### config.mk
export PLATFORM = sky130hd
export DESIGN_NAME = circular_list_engine_flat
export DESIGN_NICKNAME = d
export VERILOG_FILES = /design/src/design/cle_pkg.sv /design/src/design/cle_if.sv /design/src/design/cle_ram.sv /design/src/design/cle_seq.sv /design/src/design/circular_list_engine.sv /design/src/flat_wrapper.sv
export SDC_FILE = /design/constraint.sdc
export NUM_CORES = 1
export LEC_CHECK = 0
export ABC_AREA = 1
export BUFFER_PORTS_ARGS = -buffer_cell sky130_fd_sc_hd__buf_2
export CAP_MARGIN = 20
export CORE_MARGIN = 2
export CORE_UTILIZATION = 40
export CTS_CLUSTER_SIZE = 24
export DETAILED_ROUTE_END_ITERATION = 10
export GPL_ROUTABILITY_DRIVEN = 0
export HOLD_SLACK_MARGIN = 0.15
export PLACE_DENSITY = 0.52
export SLEW_MARGIN = 20
export SYNTH_ARGS = -nofsm -noshare
export SYNTH_HDL_FRONTEND = slang
export SYNTH_SLANG_ARGS = --single-unit
### constraint.sdc
create_clock -name clk -period 6.43 [get_ports clk]
set_input_delay 0.643 -clock clk [delete_from_list [all_inputs] [get_ports clk]]
set_output_delay 0.643 -clock clk [all_outputs]
set_load 0.05 [all_outputs]
### src/design/cle_pkg.sv
`timescale 1ns / 1ps
// ----------------------------------------------------------------------------
// cle_pkg
// Shared opcodes, status codes, sequencer states and the result record of the
// circular list engine.
// ----------------------------------------------------------------------------
package cle_pkg;

  localparam int DATA_W = 32;
  localparam int OP_W   = 3;
  localparam int POS_W  = 8;
  localparam int STAT_W = 3;

  typedef enum logic [OP_W-1:0] {
    OP_APPEND  = 3'd0,
    OP_PREPEND = 3'd1,
    OP_INSERT  = 3'd2,
    OP_DELETE  = 3'd3,
    OP_DUMP    = 3'd4
  } opcode_t;

  typedef enum logic [STAT_W-1:0] {
    ST_OK       = 3'd0,
    ST_EMPTY    = 3'd1,
    ST_FEW      = 3'd2,
    ST_NOTFOUND = 3'd3,
    ST_FULL     = 3'd4
  } status_t;

  typedef enum logic [2:0] {
    S_IDLE,
    S_HEAD,
    S_WALK,
    S_LINK,
    S_RESP
  } state_t;

  typedef struct packed {
    logic signed [DATA_W-1:0] data;
    status_t                  status;
    logic                     last;
  } res_t;

endpackage

### src/design/cle_if.sv
`timescale 1ns / 1ps
// ----------------------------------------------------------------------------
// cle_if
// Valid/ready channels of the circular list engine: one for requests and one
// for results.
// ----------------------------------------------------------------------------
interface cle_in_if;
  logic               valid;
  logic               ready;
  logic [2:0]         opcode;
  logic signed [31:0] value;
  logic [7:0]         position;

  modport source (output valid, output opcode, output value, output position, input ready);
  modport sink   (input valid, input opcode, input value, input position, output ready);
endinterface

interface cle_out_if;
  logic               valid;
  logic               ready;
  logic signed [31:0] data;
  logic [2:0]         status;
  logic               last_of_run;

  modport source (output valid, output data, output status, output last_of_run, input ready);
  modport sink   (input valid, input data, input status, input last_of_run, output ready);
endinterface

### src/design/cle_ram.sv
`timescale 1ns / 1ps
// ----------------------------------------------------------------------------
// cle_ram
// Single write port, single read port memory with registered read data.
// ----------------------------------------------------------------------------
module cle_ram #(
  parameter int WIDTH = 32,
  parameter int DEPTH = 16
) (
  input  logic                     clk,
  input  logic                     we,
  input  logic [$clog2(DEPTH)-1:0] waddr,
  input  logic [WIDTH-1:0]         wdata,
  input  logic [$clog2(DEPTH)-1:0] raddr,
  output logic [WIDTH-1:0]         rdata
);

  logic [WIDTH-1:0] mem [DEPTH];
  logic [WIDTH-1:0] rdata_r;

  always_ff @(posedge clk) begin
    if (we) begin
      mem[waddr] <= wdata;
    end
    rdata_r <= mem[raddr];
  end

  assign rdata = rdata_r;

endmodule

### src/design/cle_seq.sv
`timescale 1ns / 1ps
// ----------------------------------------------------------------------------
// cle_seq
// List sequencer: keeps tail, count and the in-use map, walks the node pool
// one node per cycle unless dump output is held, and issues node reads/writes.
// ----------------------------------------------------------------------------
module cle_seq #(
  parameter int LIST_DEPTH = 16
) (
  input  logic                          clk,
  input  logic                          rst_n,
  cle_in_if.sink                        in_ch,
  output logic [$clog2(LIST_DEPTH)-1:0] rd_addr,
  input  logic [31:0]                   rd_value,
  input  logic [$clog2(LIST_DEPTH)-1:0] rd_next,
  output logic                          val_we,
  output logic [$clog2(LIST_DEPTH)-1:0] val_waddr,
  output logic [31:0]                   val_wdata,
  output logic                          nxt_we,
  output logic [$clog2(LIST_DEPTH)-1:0] nxt_waddr,
  output logic [$clog2(LIST_DEPTH)-1:0] nxt_wdata,
  output logic                          res_valid,
  output cle_pkg::res_t                 res,
  input  logic                          res_take
);
  import cle_pkg::*;

  localparam int IW = $clog2(LIST_DEPTH);
  localparam int CW = $clog2(LIST_DEPTH + 1);
  localparam int SW = (CW > POS_W) ? CW : POS_W;

  state_t               state_r, state_nxt;
  logic [OP_W-1:0]      op_r, op_nxt;
  logic [DATA_W-1:0]    val_r, val_nxt;
  logic [POS_W-1:0]     pos_r, pos_nxt;
  logic [IW-1:0]        q_r, q_nxt;
  logic [IW-1:0]        prev_r, prev_nxt;
  logic [IW-1:0]        head_r, head_nxt;
  logic [IW-1:0]        n_r, n_nxt;
  logic [SW-1:0]        step_r, step_nxt;
  status_t              stat_r, stat_nxt;
  logic [IW-1:0]        tail_r, tail_nxt;
  logic [CW-1:0]        count_r, count_nxt;
  logic [LIST_DEPTH-1:0] in_use_r, in_use_nxt;

  logic          full;
  logic          empty;
  logic [IW-1:0] free_idx;
  logic [SW-1:0] step_inc;
  logic          at_end;
  logic          walk_more;
  logic          match;
  logic          wrapped;

  assign full      = (count_r == CW'(LIST_DEPTH));
  assign empty     = (count_r == '0);
  assign step_inc  = step_r + SW'(1);
  assign at_end    = (step_inc == SW'(count_r));
  assign walk_more = (step_r < SW'(pos_r));
  assign match     = (rd_value == val_r);
  assign wrapped   = (rd_next == head_r);

  always_comb begin
    free_idx = '0;
    for (int i = LIST_DEPTH - 1; i >= 0; i--) begin
      if (!in_use_r[i]) begin
        free_idx = IW'(i);
      end
    end
  end

  always_ff @(posedge clk) begin
    if (!rst_n) begin
      state_r  <= S_IDLE;
      tail_r   <= '0;
      count_r  <= '0;
      in_use_r <= '0;
    end else begin
      state_r  <= state_nxt;
      tail_r   <= tail_nxt;
      count_r  <= count_nxt;
      in_use_r <= in_use_nxt;
    end
  end

  always_ff @(posedge clk) begin
    op_r   <= op_nxt;
    val_r  <= val_nxt;
    pos_r  <= pos_nxt;
    q_r    <= q_nxt;
    prev_r <= prev_nxt;
    head_r <= head_nxt;
    n_r    <= n_nxt;
    step_r <= step_nxt;
    stat_r <= stat_nxt;
  end

  // Next state.
  always_comb begin
    state_nxt = state_r;
    unique case (state_r)
      S_IDLE: begin
        if (in_ch.valid) begin
          case (in_ch.opcode) inside
            OP_APPEND, OP_PREPEND:      state_nxt = full ? S_RESP : S_HEAD;
            OP_INSERT, OP_DELETE, OP_DUMP: state_nxt = empty ? S_RESP : S_HEAD;
            default:                    state_nxt = S_IDLE;
          endcase
        end
      end
      S_HEAD: begin
        case (op_r) inside
          OP_APPEND, OP_PREPEND: state_nxt = empty ? S_RESP : S_LINK;
          default:               state_nxt = S_WALK;
        endcase
      end
      S_WALK: begin
        case (op_r)
          OP_INSERT: begin
            if (walk_more) begin
              state_nxt = wrapped ? S_RESP : S_WALK;
            end else begin
              state_nxt = full ? S_RESP : S_LINK;
            end
          end
          OP_DELETE: state_nxt = (match || at_end) ? S_RESP : S_WALK;
          OP_DUMP:   state_nxt = (res_take && at_end) ? S_IDLE : S_WALK;
          default:   state_nxt = S_IDLE;
        endcase
      end
      S_LINK: state_nxt = S_RESP;
      S_RESP: state_nxt = res_take ? S_IDLE : S_RESP;
      default: state_nxt = S_IDLE;
    endcase
  end

  // Outputs and datapath.
  always_comb begin
    op_nxt     = op_r;
    val_nxt    = val_r;
    pos_nxt    = pos_r;
    q_nxt      = q_r;
    prev_nxt   = prev_r;
    head_nxt   = head_r;
    n_nxt      = n_r;
    step_nxt   = step_r;
    stat_nxt   = stat_r;
    tail_nxt   = tail_r;
    count_nxt  = count_r;
    in_use_nxt = in_use_r;
    in_ch.ready = 1'b0;
    rd_addr    = q_r;
    val_we     = 1'b0;
    val_waddr  = free_idx;
    val_wdata  = val_r;
    nxt_we     = 1'b0;
    nxt_waddr  = free_idx;
    nxt_wdata  = rd_next;
    res_valid  = 1'b0;
    res        = '{data: '0, status: stat_r, last: 1'b1};

    unique case (state_r)
      S_IDLE: begin
        in_ch.ready = 1'b1;
        rd_addr     = tail_r;
        if (in_ch.valid) begin
          op_nxt  = in_ch.opcode;
          val_nxt = in_ch.value;
          pos_nxt = in_ch.position;
          case (in_ch.opcode) inside
            OP_APPEND, OP_PREPEND: stat_nxt = ST_FULL;
            default:               stat_nxt = ST_EMPTY;
          endcase
        end
      end
      S_HEAD: begin
        head_nxt = rd_next;
        q_nxt    = rd_next;
        prev_nxt = tail_r;
        n_nxt    = free_idx;
        rd_addr  = rd_next;
        step_nxt = (op_r == OP_INSERT) ? SW'(1) : '0;
        if (op_r == OP_APPEND || op_r == OP_PREPEND) begin
          val_we   = 1'b1;
          nxt_we   = 1'b1;
          stat_nxt = ST_OK;
          if (empty) begin
            nxt_wdata            = free_idx;
            tail_nxt             = free_idx;
            in_use_nxt[free_idx] = 1'b1;
            count_nxt            = count_r + CW'(1);
          end
        end
      end
      S_WALK: begin
        case (op_r)
          OP_INSERT: begin
            if (walk_more) begin
              if (wrapped) begin
                stat_nxt = ST_FEW;
              end else begin
                q_nxt    = rd_next;
                step_nxt = step_inc;
                rd_addr  = rd_next;
              end
            end else if (full) begin
              stat_nxt = ST_FULL;
            end else begin
              val_we   = 1'b1;
              nxt_we   = 1'b1;
              n_nxt    = free_idx;
              stat_nxt = ST_OK;
            end
          end
          OP_DELETE: begin
            if (match) begin
              stat_nxt = ST_OK;
              if (count_r == CW'(1)) begin
                tail_nxt = '0;
              end else begin
                nxt_we    = 1'b1;
                nxt_waddr = prev_r;
                if (q_r == tail_r) begin
                  tail_nxt = prev_r;
                end
              end
              in_use_nxt[q_r] = 1'b0;
              count_nxt       = count_r - CW'(1);
            end else if (at_end) begin
              stat_nxt = ST_NOTFOUND;
            end else begin
              prev_nxt = q_r;
              q_nxt    = rd_next;
              step_nxt = step_inc;
              rd_addr  = rd_next;
            end
          end
          OP_DUMP: begin
            res_valid = 1'b1;
            res       = '{data: rd_value, status: ST_OK, last: at_end};
            if (res_take && !at_end) begin
              q_nxt    = rd_next;
              step_nxt = step_inc;
              rd_addr  = rd_next;
            end
          end
          default: begin
          end
        endcase
      end
      S_LINK: begin
        nxt_we          = 1'b1;
        nxt_waddr       = (op_r == OP_INSERT) ? q_r : tail_r;
        nxt_wdata       = n_r;
        in_use_nxt[n_r] = 1'b1;
        count_nxt       = count_r + CW'(1);
        if (op_r == OP_APPEND || (op_r == OP_INSERT && q_r == tail_r)) begin
          tail_nxt = n_r;
        end
      end
      S_RESP: begin
        res_valid = 1'b1;
      end
      default: begin
      end
    endcase
  end

  a_count_matches_map: assert property (@(posedge clk) disable iff (!rst_n)
    $countones(in_use_r) == int'(count_r))
    else $error("element count disagrees with the in-use map");

  a_tail_in_use: assert property (@(posedge clk) disable iff (!rst_n)
    (count_r != '0) |-> in_use_r[tail_r])
    else $error("tail node is not marked in use");

  a_empty_clean: assert property (@(posedge clk) disable iff (!rst_n)
    (count_r == '0) |-> (tail_r == '0))
    else $error("empty list with a nonzero tail");

  a_dump_ends: assert property (@(posedge clk) disable iff (!rst_n)
    (state_r == S_WALK && op_r == OP_DUMP && res_take && at_end) |=> (state_r == S_IDLE))
    else $error("dump did not finish after its last transaction");

endmodule

### src/design/circular_list_engine.sv
`timescale 1ns / 1ps
// ----------------------------------------------------------------------------
// circular_list_engine
// Bounded circular singly linked list of signed 32-bit values in a node pool.
// ----------------------------------------------------------------------------
// Requests arrive on in_ch (opcode, value, position); results leave on out_ch
// (data, status, last_of_run). Both are valid/ready channels, and a
// transaction completes on a clock edge with valid and ready high.
// One request is handled at a time; in_ch.ready is high only while the
// sequencer is idle. Every request except an unused opcode gives at least one
// result, and the last result of a request has last_of_run set.
// A request that is refused at once (full pool for append and prepend, or an
// empty list for insert-after, delete and dump) goes from idle straight to the
// response state. Append and prepend pass through the head, link and response
// states, and skip the link state when the list is empty. Insert-after and
// delete walk the list one node per cycle through the registered read port
// of the node memory. A dump passes through the head state and then delivers
// one value per cycle from the walk state while the receiver takes them. The
// block is ready for the next request in the cycle after the final result
// enters the output register, even while that result still waits.
// A stalled receiver holds the output register and, during a dump, pauses the
// walk. Reset empties the list; node memory needs no clearing because data
// read from nodes outside the list is never used.
// ----------------------------------------------------------------------------
module circular_list_engine #(
  parameter int LIST_DEPTH = 16
) (
  input  logic     clk,
  input  logic     rst_n,
  cle_in_if.sink   in_ch,
  cle_out_if.source out_ch
);
  import cle_pkg::*;

  localparam int IW = $clog2(LIST_DEPTH);

  logic [IW-1:0] rd_addr;
  logic [31:0]   rd_value;
  logic [IW-1:0] rd_next;
  logic          val_we;
  logic [IW-1:0] val_waddr;
  logic [31:0]   val_wdata;
  logic          nxt_we;
  logic [IW-1:0] nxt_waddr;
  logic [IW-1:0] nxt_wdata;
  logic          res_valid;
  res_t          res;
  logic          res_take;

  logic          out_valid_r;
  res_t          out_res_r;

  cle_ram #(.WIDTH(32), .DEPTH(LIST_DEPTH)) u_value_ram (
    .clk   (clk),
    .we    (val_we),
    .waddr (val_waddr),
    .wdata (val_wdata),
    .raddr (rd_addr),
    .rdata (rd_value)
  );

  cle_ram #(.WIDTH(IW), .DEPTH(LIST_DEPTH)) u_next_ram (
    .clk   (clk),
    .we    (nxt_we),
    .waddr (nxt_waddr),
    .wdata (nxt_wdata),
    .raddr (rd_addr),
    .rdata (rd_next)
  );

  cle_seq #(.LIST_DEPTH(LIST_DEPTH)) u_seq (
    .clk       (clk),
    .rst_n     (rst_n),
    .in_ch     (in_ch),
    .rd_addr   (rd_addr),
    .rd_value  (rd_value),
    .rd_next   (rd_next),
    .val_we    (val_we),
    .val_waddr (val_waddr),
    .val_wdata (val_wdata),
    .nxt_we    (nxt_we),
    .nxt_waddr (nxt_waddr),
    .nxt_wdata (nxt_wdata),
    .res_valid (res_valid),
    .res       (res),
    .res_take  (res_take)
  );

  assign res_take = !out_valid_r || out_ch.ready;

  always_ff @(posedge clk) begin
    if (!rst_n) begin
      out_valid_r <= 1'b0;
    end else if (res_take) begin
      out_valid_r <= res_valid;
    end
  end

  always_ff @(posedge clk) begin
    if (res_take && res_valid) begin
      out_res_r <= res;
    end
  end

  assign out_ch.valid       = out_valid_r;
  assign out_ch.data        = out_res_r.data;
  assign out_ch.status      = out_res_r.status;
  assign out_ch.last_of_run = out_res_r.last;

endmodule

### src/flat_wrapper.sv
// flat-port wrapper written by rule: the top's interface ports become plain ports
module circular_list_engine_flat import cle_pkg::*;
#(
  parameter int LIST_DEPTH = 16
)
  (clk, rst_n, in_ch_valid, in_ch_opcode, in_ch_value, in_ch_position, in_ch_ready, out_ch_valid, out_ch_data, out_ch_status, out_ch_last_of_run, out_ch_ready);
  cle_in_if in_ch_i ();
  cle_out_if out_ch_i ();
  input  logic clk;
  input  logic rst_n;
  input wire logic [$bits(in_ch_i.valid)-1:0] in_ch_valid;
  input wire logic [$bits(in_ch_i.opcode)-1:0] in_ch_opcode;
  input wire logic [$bits(in_ch_i.value)-1:0] in_ch_value;
  input wire logic [$bits(in_ch_i.position)-1:0] in_ch_position;
  output wire logic [$bits(in_ch_i.ready)-1:0] in_ch_ready;
  output wire logic [$bits(out_ch_i.valid)-1:0] out_ch_valid;
  output wire logic [$bits(out_ch_i.data)-1:0] out_ch_data;
  output wire logic [$bits(out_ch_i.status)-1:0] out_ch_status;
  output wire logic [$bits(out_ch_i.last_of_run)-1:0] out_ch_last_of_run;
  input wire logic [$bits(out_ch_i.ready)-1:0] out_ch_ready;
  assign in_ch_i.valid = in_ch_valid;
  assign in_ch_i.opcode = in_ch_opcode;
  assign in_ch_i.value = in_ch_value;
  assign in_ch_i.position = in_ch_position;
  assign in_ch_ready = in_ch_i.ready;
  assign out_ch_valid = out_ch_i.valid;
  assign out_ch_data = out_ch_i.data;
  assign out_ch_status = out_ch_i.status;
  assign out_ch_last_of_run = out_ch_i.last_of_run;
  assign out_ch_i.ready = out_ch_ready;
  circular_list_engine #(.LIST_DEPTH(LIST_DEPTH)) u_core (.clk(clk), .rst_n(rst_n), .in_ch(in_ch_i), .out_ch(out_ch_i));
endmodule
# After elaboration in Yosys (flattened, before gate mapping)
# Memories as Yosys holds them, arrays and structs flattened. A register that Yosys moved wholly into a read port is not among the register bits.
# Index checks and enable logic that the tools add are counted.
# Widths: inputs -> output; s select.
dict set report word_totals {
  output_inout_bits 38
  word_cells 218
  memories 2
  reg_bits 135
  ram_bits 576
}
dict set report op_classes {
  bitwise 4
  n_eq_ne 39
  mux 115
  reduce_logical 31
  addsub 3
  magnitude_cmp 7
}
# name depth width read_ports rd_ports_with_merged_regs wr line
set mem_list {}
lappend mem_list {u_core.u_value_ram.mem 16 32 1 1 1 cle_ram.sv:18} ;# logic [WIDTH-1:0] mem [DEPTH];
lappend mem_list {u_core.u_next_ram.mem 16 4 1 1 1 cle_ram.sv:18}
# cell count
set ops {}
lappend ops {{$mux 4} 42}
lappend ops {{$mux 16} 4}
lappend ops {{$mux 3} 20}
lappend ops {{$pmux 16 s3} 1}
lappend ops {{$mux 8} 5}
lappend ops {{$pmux 4 s2} 5}
lappend ops {{$pmux 4 s3} 3}
lappend ops {{$eq 32x32->1} 1}
lappend ops {{$or 16x16->16} 2}
lappend ops {{$pmux 8 s3} 1}
lappend ops {{$ne 2x2->1 const B} 11}
lappend ops {{$ne 3x3->1 const B} 7}
lappend ops {{$mux 5} 4}
lappend ops {{$eq 3x2->1 const B} 6}
lappend ops {{$pmux 3 s3} 2}
lappend ops {{$and 16x16->16} 1}
lappend ops {{$mux 1} 16}
lappend ops {{$not 16->16} 1}
lappend ops {{$pmux 8 s2} 1}
lappend ops {{$lt 4x5->1 const B} 3}
lappend ops {{$pmux 3 s5} 1}
lappend ops {{$pmux 5 s3} 1}
lappend ops {{$reduce_and 7->1} 2}
lappend ops {{$demux 1 s4} 3}
lappend ops {{29 further kinds} 56}

# Depth between registers and ports, before layout
# Gate-level depths: netlist (run 1).
dict set report logic_depth {
  ltp_word 24
  ltp_mapped 24
}

# Hierarchy
# A second synthesis (run 1) with hierarchy kept.
dict set report hier_totals {
  cells_unflattened 3283
  hier_area_um2 33001.7
}
# module instances cells_per_inst area_per_inst_um2 seq_area_each_um2
set modules_own_cells {}
lappend modules_own_cells {{cle_ram at u_core.u_value_ram} 1 2120 22730.6 16015.4}
lappend modules_own_cells {cle_seq 1 830 6172.2 2662.6}
lappend modules_own_cells {{cle_ram at u_core.u_next_ram} 1 290 2966.6 2001.9}
lappend modules_own_cells {circular_list_engine 1 43 1132.3 1101.1}

# Least setup slack after synthesis (run 1)
# No wires, ideal clock.
dict set report synth_path {
  path_type {flip-flop to flip-flop}
  start {register u_core.u_seq.step_r[2]}
  end {memory u_core.u_value_ram.mem[15][0], enable pin}
  arrival_ns 4.895
  n_path_buf 1
  synth_period_minus_slack_ns 5.396
  slack_ns 1.034
  setup_ns 0.501
  stages_incl_launch_ff 13
  cell_sequence {edfxtp_1 ha_1 nand2_1 o21ai_0 a21boi_0 nor2_1 inv_1 nor2_1 nand2_1 nand2_1 inv_1 clkbuf_1 nor4_1}
}
dict set report synth_between {
  elab_chain_cells 6
}
# item line
set synth_rtl {}
lappend synth_rtl {{start: declaration} cle_seq.sv:40} ;# logic [SW-1:0] step_r, step_nxt;
lappend synth_rtl {{start signal: assignment} cle_seq.sv:94} ;# step_r <= step_nxt;
lappend synth_rtl {{$lt 8x8->1} cle_seq.sv:59} ;# assign walk_more = (step_r < SW'(pos_r));
lappend synth_rtl {{$mux 1} cle_seq.sv:198} ;# if (walk_more) begin
lappend synth_rtl {{$mux 1} cle_seq.sv:196} ;# case (op_r)
lappend synth_rtl {{$pmux 1 s2} cle_seq.sv:162} ;# unique case (state_r)
lappend synth_rtl {{$mux 1} cle_ram.sv:22} ;# if (we) begin
lappend synth_rtl {{$mux 1 (implied by the code)} cle_ram.sv:23} ;# mem[waddr] <= wdata;
lappend synth_rtl {{end: declaration} cle_ram.sv:18}
# Every way passes these cells.

# Worst setup path in the final report (run 1)
dict set report layout_path {
  start {register u_core.u_seq.state_r[1]}
  end {register u_core.u_value_ram.rdata_r[24] (netlist: u_core.u_value_ram.rdata[24]) (read register of u_core.u_value_ram.mem)}
}
dict set report layout_between {
  elab_chain_cells 2
  elab_cells_between_ends 4
}
# item line
set layout_rtl {}
lappend layout_rtl {{start: declaration} cle_seq.sv:32} ;# state_t state_r, state_nxt;
lappend layout_rtl {{start signal: assignment} cle_seq.sv:79} ;# state_r <= state_nxt;
lappend layout_rtl {{$eq 3x2->1, or another cell as far along} cle_seq.sv:162}
lappend layout_rtl {{$pmux 4 s3 *} cle_seq.sv:162}
lappend layout_rtl {{end: declaration} cle_ram.sv:19} ;# logic [WIDTH-1:0] rdata_r;
# Mark *: on every way between the ends. The rest lies on a longest branch, timed or not.
# A chain may end at the register's enable or synchronous reset.

==> results of run 1 <==
-- sequential cells by signal (all words and copies together), names as in the netlist, 5 cells and up --
name / cells
u_core.u_seq.pos_r: 8
u_core.u_next_ram.mem: 64
u_core.out_ch.data: 32
u_core.u_value_ram.mem: 512
u_core.u_seq.count_r: 5
u_core.u_seq.in_use_r: 16
u_core.u_seq.val_wdata: 32
u_core.u_value_ram.rdata: 32
u_core.u_seq.step_r: 8
-- layout make-up --
| class | instances | area (um^2) |
|---|---|---|
| Fill cell | 7601 | 44600 |
| Clock inverter | 45 | 372 |
| Antenna cell | 1 | 2.50 |
| Inverter | 498 | 1870 |
| Sequential cell | 747 | 21800 |
| Timing Repair Buffer | 133 | 906 |
| Clock buffer | 111 | 2330 |
| Multi-Input combinational cell | 1816 | 8920 |
| Tap cell | 1070 | 1340 |
-- worst reg2reg max path, cell delays in order (launching register included) --
cell and delay (ps):
dfxtp_1 400, inv_1 110, nor3_4 100, buf_4 440, inv_2 360, nand2_2 300, inv_2 90, nand2_2 150
inv_2 140, a221oi_1 580, nand2_8 450, nand2_8 660, buf_12 530, nand2_1 180, nand3_1 100, nand3_1 100
nand3_1 100, nand2_1 60
-- cell usage in the layout (no fill, tap or decap), types with 16 or more instances in the layout --
cell type / instances
xnor2_1: 33
o21ai_0: 73
inv_1: 488
buf_2: 84
clkinv_1: 19
clkbuf_16: 86
a21oi_1: 55
edfxtp_1: 682
nand2_1: 666
dfxtp_1: 65
nand3b_1: 74
nor2_1: 117
buf_4: 38
clkinv_2: 16
nand3_1: 686
clkbuf_1: 17
-- cells by family (layout without fill, tap and decap cells) --
logic type	count (synthesis)	count (layout)
flip-flops	747	747
buffers and inverters	663	787
XOR/XNOR	38	38
AO/OA/AOI/OAI	172	172
AND/OR/NAND/NOR	1594	1594
other	0	1
adder cells (fa/ha/maj)	12	12
-- metal layers --
metal / routed length (um) / vias to the layer above / track usage, %
met5: 11 / - / 0
met4: 3080 / 2 / 7.68
met3: 6070 / 161 / 3.82
met2: 42600 / 791 / 34.3
met1: 41000 / 11300 / 29.6
li1: - / 11000 / -
-- report_power, final --
| part | switching [mW] | internal (mW) |
|---|---|---|
| logic | 2.12 | 0.871 |
| clock network | 1.95 | 2.75 |
| registers | 0.271 | 5.65 |
| total | 4.34 | 9.27 |
-- per-stage QoR --
stage / cell area, um^2 / total power, mW / instances
final: 37500 / 13.6 / 4421
after global routing: 37500 / 14.2 / 4420
after CTS: 37500 / 13.7 / 4420
after detailed placement: 34800 / 9.02 / 4262
after global placement: 34800 / 9.00 / 4260
after floorplan: 33200 / 8.07 / 3226
-- worst paths after layout --
| path | from | end | slack, ps | depth (start not counted) |
|---|---|---|---|---|
| max | u_core.u_seq.state_r[1]$_SDFFE_PN0N_ | u_core.u_value_ram.rdata[24]$_DFF_P_ | 1480 | 17 |
| min | in_ch_value[19] | u_core.u_seq.val_wdata[19]$_DFFE_PP_ | 190 | 1 |
| max reg2reg | u_core.u_seq.state_r[1]$_SDFFE_PN0N_ | u_core.u_value_ram.rdata[24]$_DFF_P_ | 1480 | 17 |
| min reg2reg | u_core.u_seq.count_r[4]$_SDFFE_PN0P_ | u_core.u_seq.count_r[4]$_SDFFE_PN0P_ | 520 | 1 |
-- repair_timing --
action | CTS | global route
hold buffers | 2 | 0
endpoints found under the hold margin | 2 | 0
gates resized for setup | 0 | 0
==> metrics.cfg, run 1 <==
[critical_path]
cp_top_family=simple AND/OR/NAND/NOR gates
cp-start-kind=register
cp.required_ps=6940
arrival_ps=5460
crit_buf_inv=6
critPathSlowestCell=nand2_8
crit_type=register to register
slowest_delay_ps=610
critPathMaxFanout=102
cp_cell_sequence=inv_1 > nor3_4 > buf_4 > inv_2 > nand2_2 > inv_2 > nand2_2 > inv_2 > a221oi_1 > nand2_8 > nand2_8 > buf_12 > nand2_1 > nand3_1 > nand3_1 > nand3_1 > nand2_1
crit_path_end_kind=register

[layout]
area_growth_pct=13.0
final_layout_size_suffix_gt1_share_pct=8.96
finalNetCount=3338
final_core_util_pct=45.7

[sta]
timing.final.crit_period_ps=4950
hold_slack_ps=191
slew_viol_final=0
rsz0062_at_grt=no
slew_headroom_pct=21.1
worst_pin_slew_ps=1180
max_freq_ghz=0.202
fin_crit_sh_pct=77.0
setup_viol=0
hold_viol=0
fin_tns_setup_ps=0
setup_slack_ps=1480
final.setup_skew_ps=19.8

[synthesis]
synth-adder-area-share_pct=0.452
synth-simple-area-share_pct=21.8
synth_xor_area_share_pct=1.00
synth_cells=3226
synth_fp_nets=3285
syn_avg_cell_area_um2=10.3
synth-main-ff-cell=edfxtp_1
synth_async_sr_flop_share_pct=0
synth_cell_types=48
syn-cell-area_um2=33200
synth_compound_area_share_pct=3.02
ys_top_cells_by_count=686 x nand3_1, 682 x edfxtp_1, 666 x nand2_1
yosysTopAreaCell=edfxtp_1
ys_warn_count=0
synth_top_cell_area_share_pct=61.7
synth_top_family_by_area=simple AND/OR/NAND/NOR gates
synth_most_common_cell=nand3_1
synth_edf_count=682
synth-seq-cells=747
ys_top_cells_by_area=edfxtp_1 62%, nand3_1 10%, nand2_1 7.5%, inv_1 5.5%, dfxtp_1 3.9%
yosysSeqAreaShare_pct=65.6
synth_mux_area_share_pct=0

[clock_tree]
htree_levels=3
cts_buffers=83
max-clock-path-buffers=3
post_cts_buffers=0
clk_latency_ps=630
clk_pin_slew_ps=60
root_buffer=clkbuf_16
clock_sinks=747
cts_tree=yes

[power_and_ir_drop]
vdd_drop_max_uv=279
p_leak_nw=15.1
power.density_nw_per_um2=363

[detailed_routing]
wl_per_cell_um=21.0
remaining_drc_errors=0
wl_um=92700
drt_pre_antenna_iters=5
ant_nets=0
drt-initial-drc-count=2135
viasPerCell=5.26
vias=23300

[floorplanning]
die-area_um2=85400
fp.dieH_um=292
io_pins=85
die_x_um=292
num_rows=105
coreArea_um2=82100
initial_core_util_pct=40.5

[job]
maxCapViolations=0

[placed_design]
dp_hpwl_um=49500
io_buffers=84
pre_cts_ws_ps=1560

[grt]
gr-usage-all-layers_pct=21.5
first_global_vias=22500
overflow=0
grt_max_degree=218
grt_pass1_wl_um=139000
antenna_found_initial=1

[status]
status=complete, no violations

[worst_hold_path]
hold_path_class=primary input to register

Note: power is estimated with default switching activity, not from simulation.
==> inputs of run 2 (changes only) <==
Clock period 6.43 ns to 4.8 ns, I/O delays scaled along.
==> run 2 against run 1 <==
Wire length up 1.3%. Largest cell class unchanged. Global-route usage up 0.37 points. Clock skew up 5.4 ps. Highest routed layer is now met4.
==> metrics.cfg, run 2 (same netlist as run 1, synthesis figures left out) <==
[clock_tree]
root_buffer=clkbuf_16
post_cts_buffers=0
clk_latency_ps=640
htree_levels=3
clk_pin_slew_ps=60
max-clock-path-buffers=3
cts_tree=yes
clock_sinks=747
cts_buffers=86

[placed_design]
io_buffers=84
dp_hpwl_um=51900

[layout]
top_register=u_core.u_value_ram.mem
largestRegisters=u_core.u_value_ram.mem (512), u_core.u_next_ram.mem (64)
mostFrequentLayoutCells=686 x nand3_1, 682 x edfxtp_1, 666 x nand2_1, 488 x inv_1, 117 x nor2_1
area_growth_pct=15.5
n_fill_cell=7569
mostFrequentLayoutCell=nand3_1
largest_register_ffs=512
final_layout_size_suffix_gt1_share_pct=9.50
final_core_util_pct=46.7
antenna_cells=0
finalNetCount=3407

[grt]
overflow=0
antenna_found_initial=0
gr-usage-all-layers_pct=21.9
first_global_vias=23000
grt_pass1_wl_um=141000
grt_max_degree=153

[floorplanning]
coreArea_um2=82100
die-area_um2=85400
die_x_um=292
fp.dieH_um=292
io_pins=85
num_rows=105
initial_core_util_pct=40.5

[job]
maxCapViolations=0

[sta]
rsz0062_at_grt=no
slew_headroom_pct=31.2
worst_pin_slew_ps=1030
max_freq_ghz=0.241
fin_crit_sh_pct=86.4
hold_viol=0
final.setup_skew_ps=25.2
timing.final.crit_period_ps=4150
slew_viol_final=0
setup_viol=0
fin_tns_setup_ps=0

[critical_path]
critPathSlowestCell=edfxtp_1
worst-path-stages=19
cp_top_family=simple AND/OR/NAND/NOR gates
crit_path_end_kind=register
cp_common_cell=nand2_1
cp-start-kind=register
cp.required_ps=5310
arrival_ps=4660
crit_type=register to register
slowest_delay_ps=610
critPathMaxFanout=64
reg2reg_depth=19
crit_buf_inv=1
cp_cell_sequence=xnor2_1 > nand2_1 > nor2_1 > nand2_1 > nor2_1 > nand2_1 > nand3_2 > nand3_2 > nand2_1 > nand2_1 > nand2_1 > nand2_8 > nand2_8 > buf_12 > nand2_1 > nand3_1 > nand3_1 > nand3_1 > nand2_1

[detailed_routing]
ant_nets=0
drt_pre_antenna_iters=7
drt-initial-drc-count=2134
vias=23600
wl_per_cell_um=20.9
remaining_drc_errors=0
viasPerCell=5.24
wl_um=93900

[power_and_ir_drop]
power.density_nw_per_um2=481
p_leak_nw=15.5
vdd_drop_max_uv=351

[status]
status=complete, no violations

[worst_hold_path]
hold_depth=3
hold_path_class=primary input to register

## run 2: cell types whose count changed in the layout (fill, tap and decap cells not counted), moves of 2 or more
cell / previous run / this run
dlygate4sd3_1: 2 / 43
clkinv_1: 19 / 13
buf_4: 38 / 48
clkbuf_1: 17 / 28
buf_12: 9 / 24
inv_6: 2 / 4
clkbuf_8: 8 / 12
clkinv_2: 16 / 12
## run 2: power breakdown
part / internal [mW] / switching (mW) / total (mW)
sequential: 7.57 / 0.328 / 7.90
combinational: 1.31 / 2.90 / 4.20
clock: 3.73 / 2.63 / 6.36
total: 12.6 / 5.86 / 18.5
## run 2: tightest hold or removal path, stage by stage
cell	delay, ps
buf_2	120
nor2_1	150
a311oi_1	60
## run 2: cell type report
type                       instances  area (um^2)  share of cell area [%]
tap                             1070         1340                    3.49
timing repair buffer             199         1690                    4.41
sequential                       747        21800                    56.8
clock buffer                     126         2420                    6.31
clock inverter                    36          335                   0.874
multi-input combinational       1816         8920                    23.3
inverter                         498         1870                    4.87
## run 2: through the flow
step	std cells	setup WS, ps	hold slack (ps)	power [mW]	instance area [um^2]
floorplan	3226	-596	456	10.8	33200
finish	4492	651	214	18.5	38400
CTS	4492	684	177	18.7	38400
global route	4492	384	194	19.3	38400
detailed placement	4287	706	518	12.2	35200
global placement	4287	686	496	12.2	35200
## run 2: worst paths after layout
kind                            slack, ps                                   end                                  from
worst max-delay path                  650  u_core.u_value_ram.rdata[23]$_DFF_P_  u_core.u_seq.val_wdata[16]$_DFFE_PP_
worst min-delay path                  210  u_core.u_seq.state_r[0]$_SDFFE_PN0N_                           in_ch_valid
worst max register to register        650  u_core.u_value_ram.rdata[23]$_DFF_P_  u_core.u_seq.val_wdata[16]$_DFFE_PP_
worst min register to register        540  u_core.u_seq.count_r[4]$_SDFFE_PN0P_  u_core.u_seq.count_r[4]$_SDFFE_PN0P_
## run 2: metal layers
layer	vias up	part of all wire, %	global-route usage [%]
met2	835	47	35.7
met1	11500	44	29.9
met4	0	3.2	7.25
met5	-	0	0
met3	160	6.1	3.34
li1	11100	-	-
## run 2: what timing repair did
item | in CTS | in global routing
setup endpoints to repair | 0 | 0
hold endpoints to repair | 43 | 0
hold buffers | 43 | 0
gates resized for setup | 0 | 0
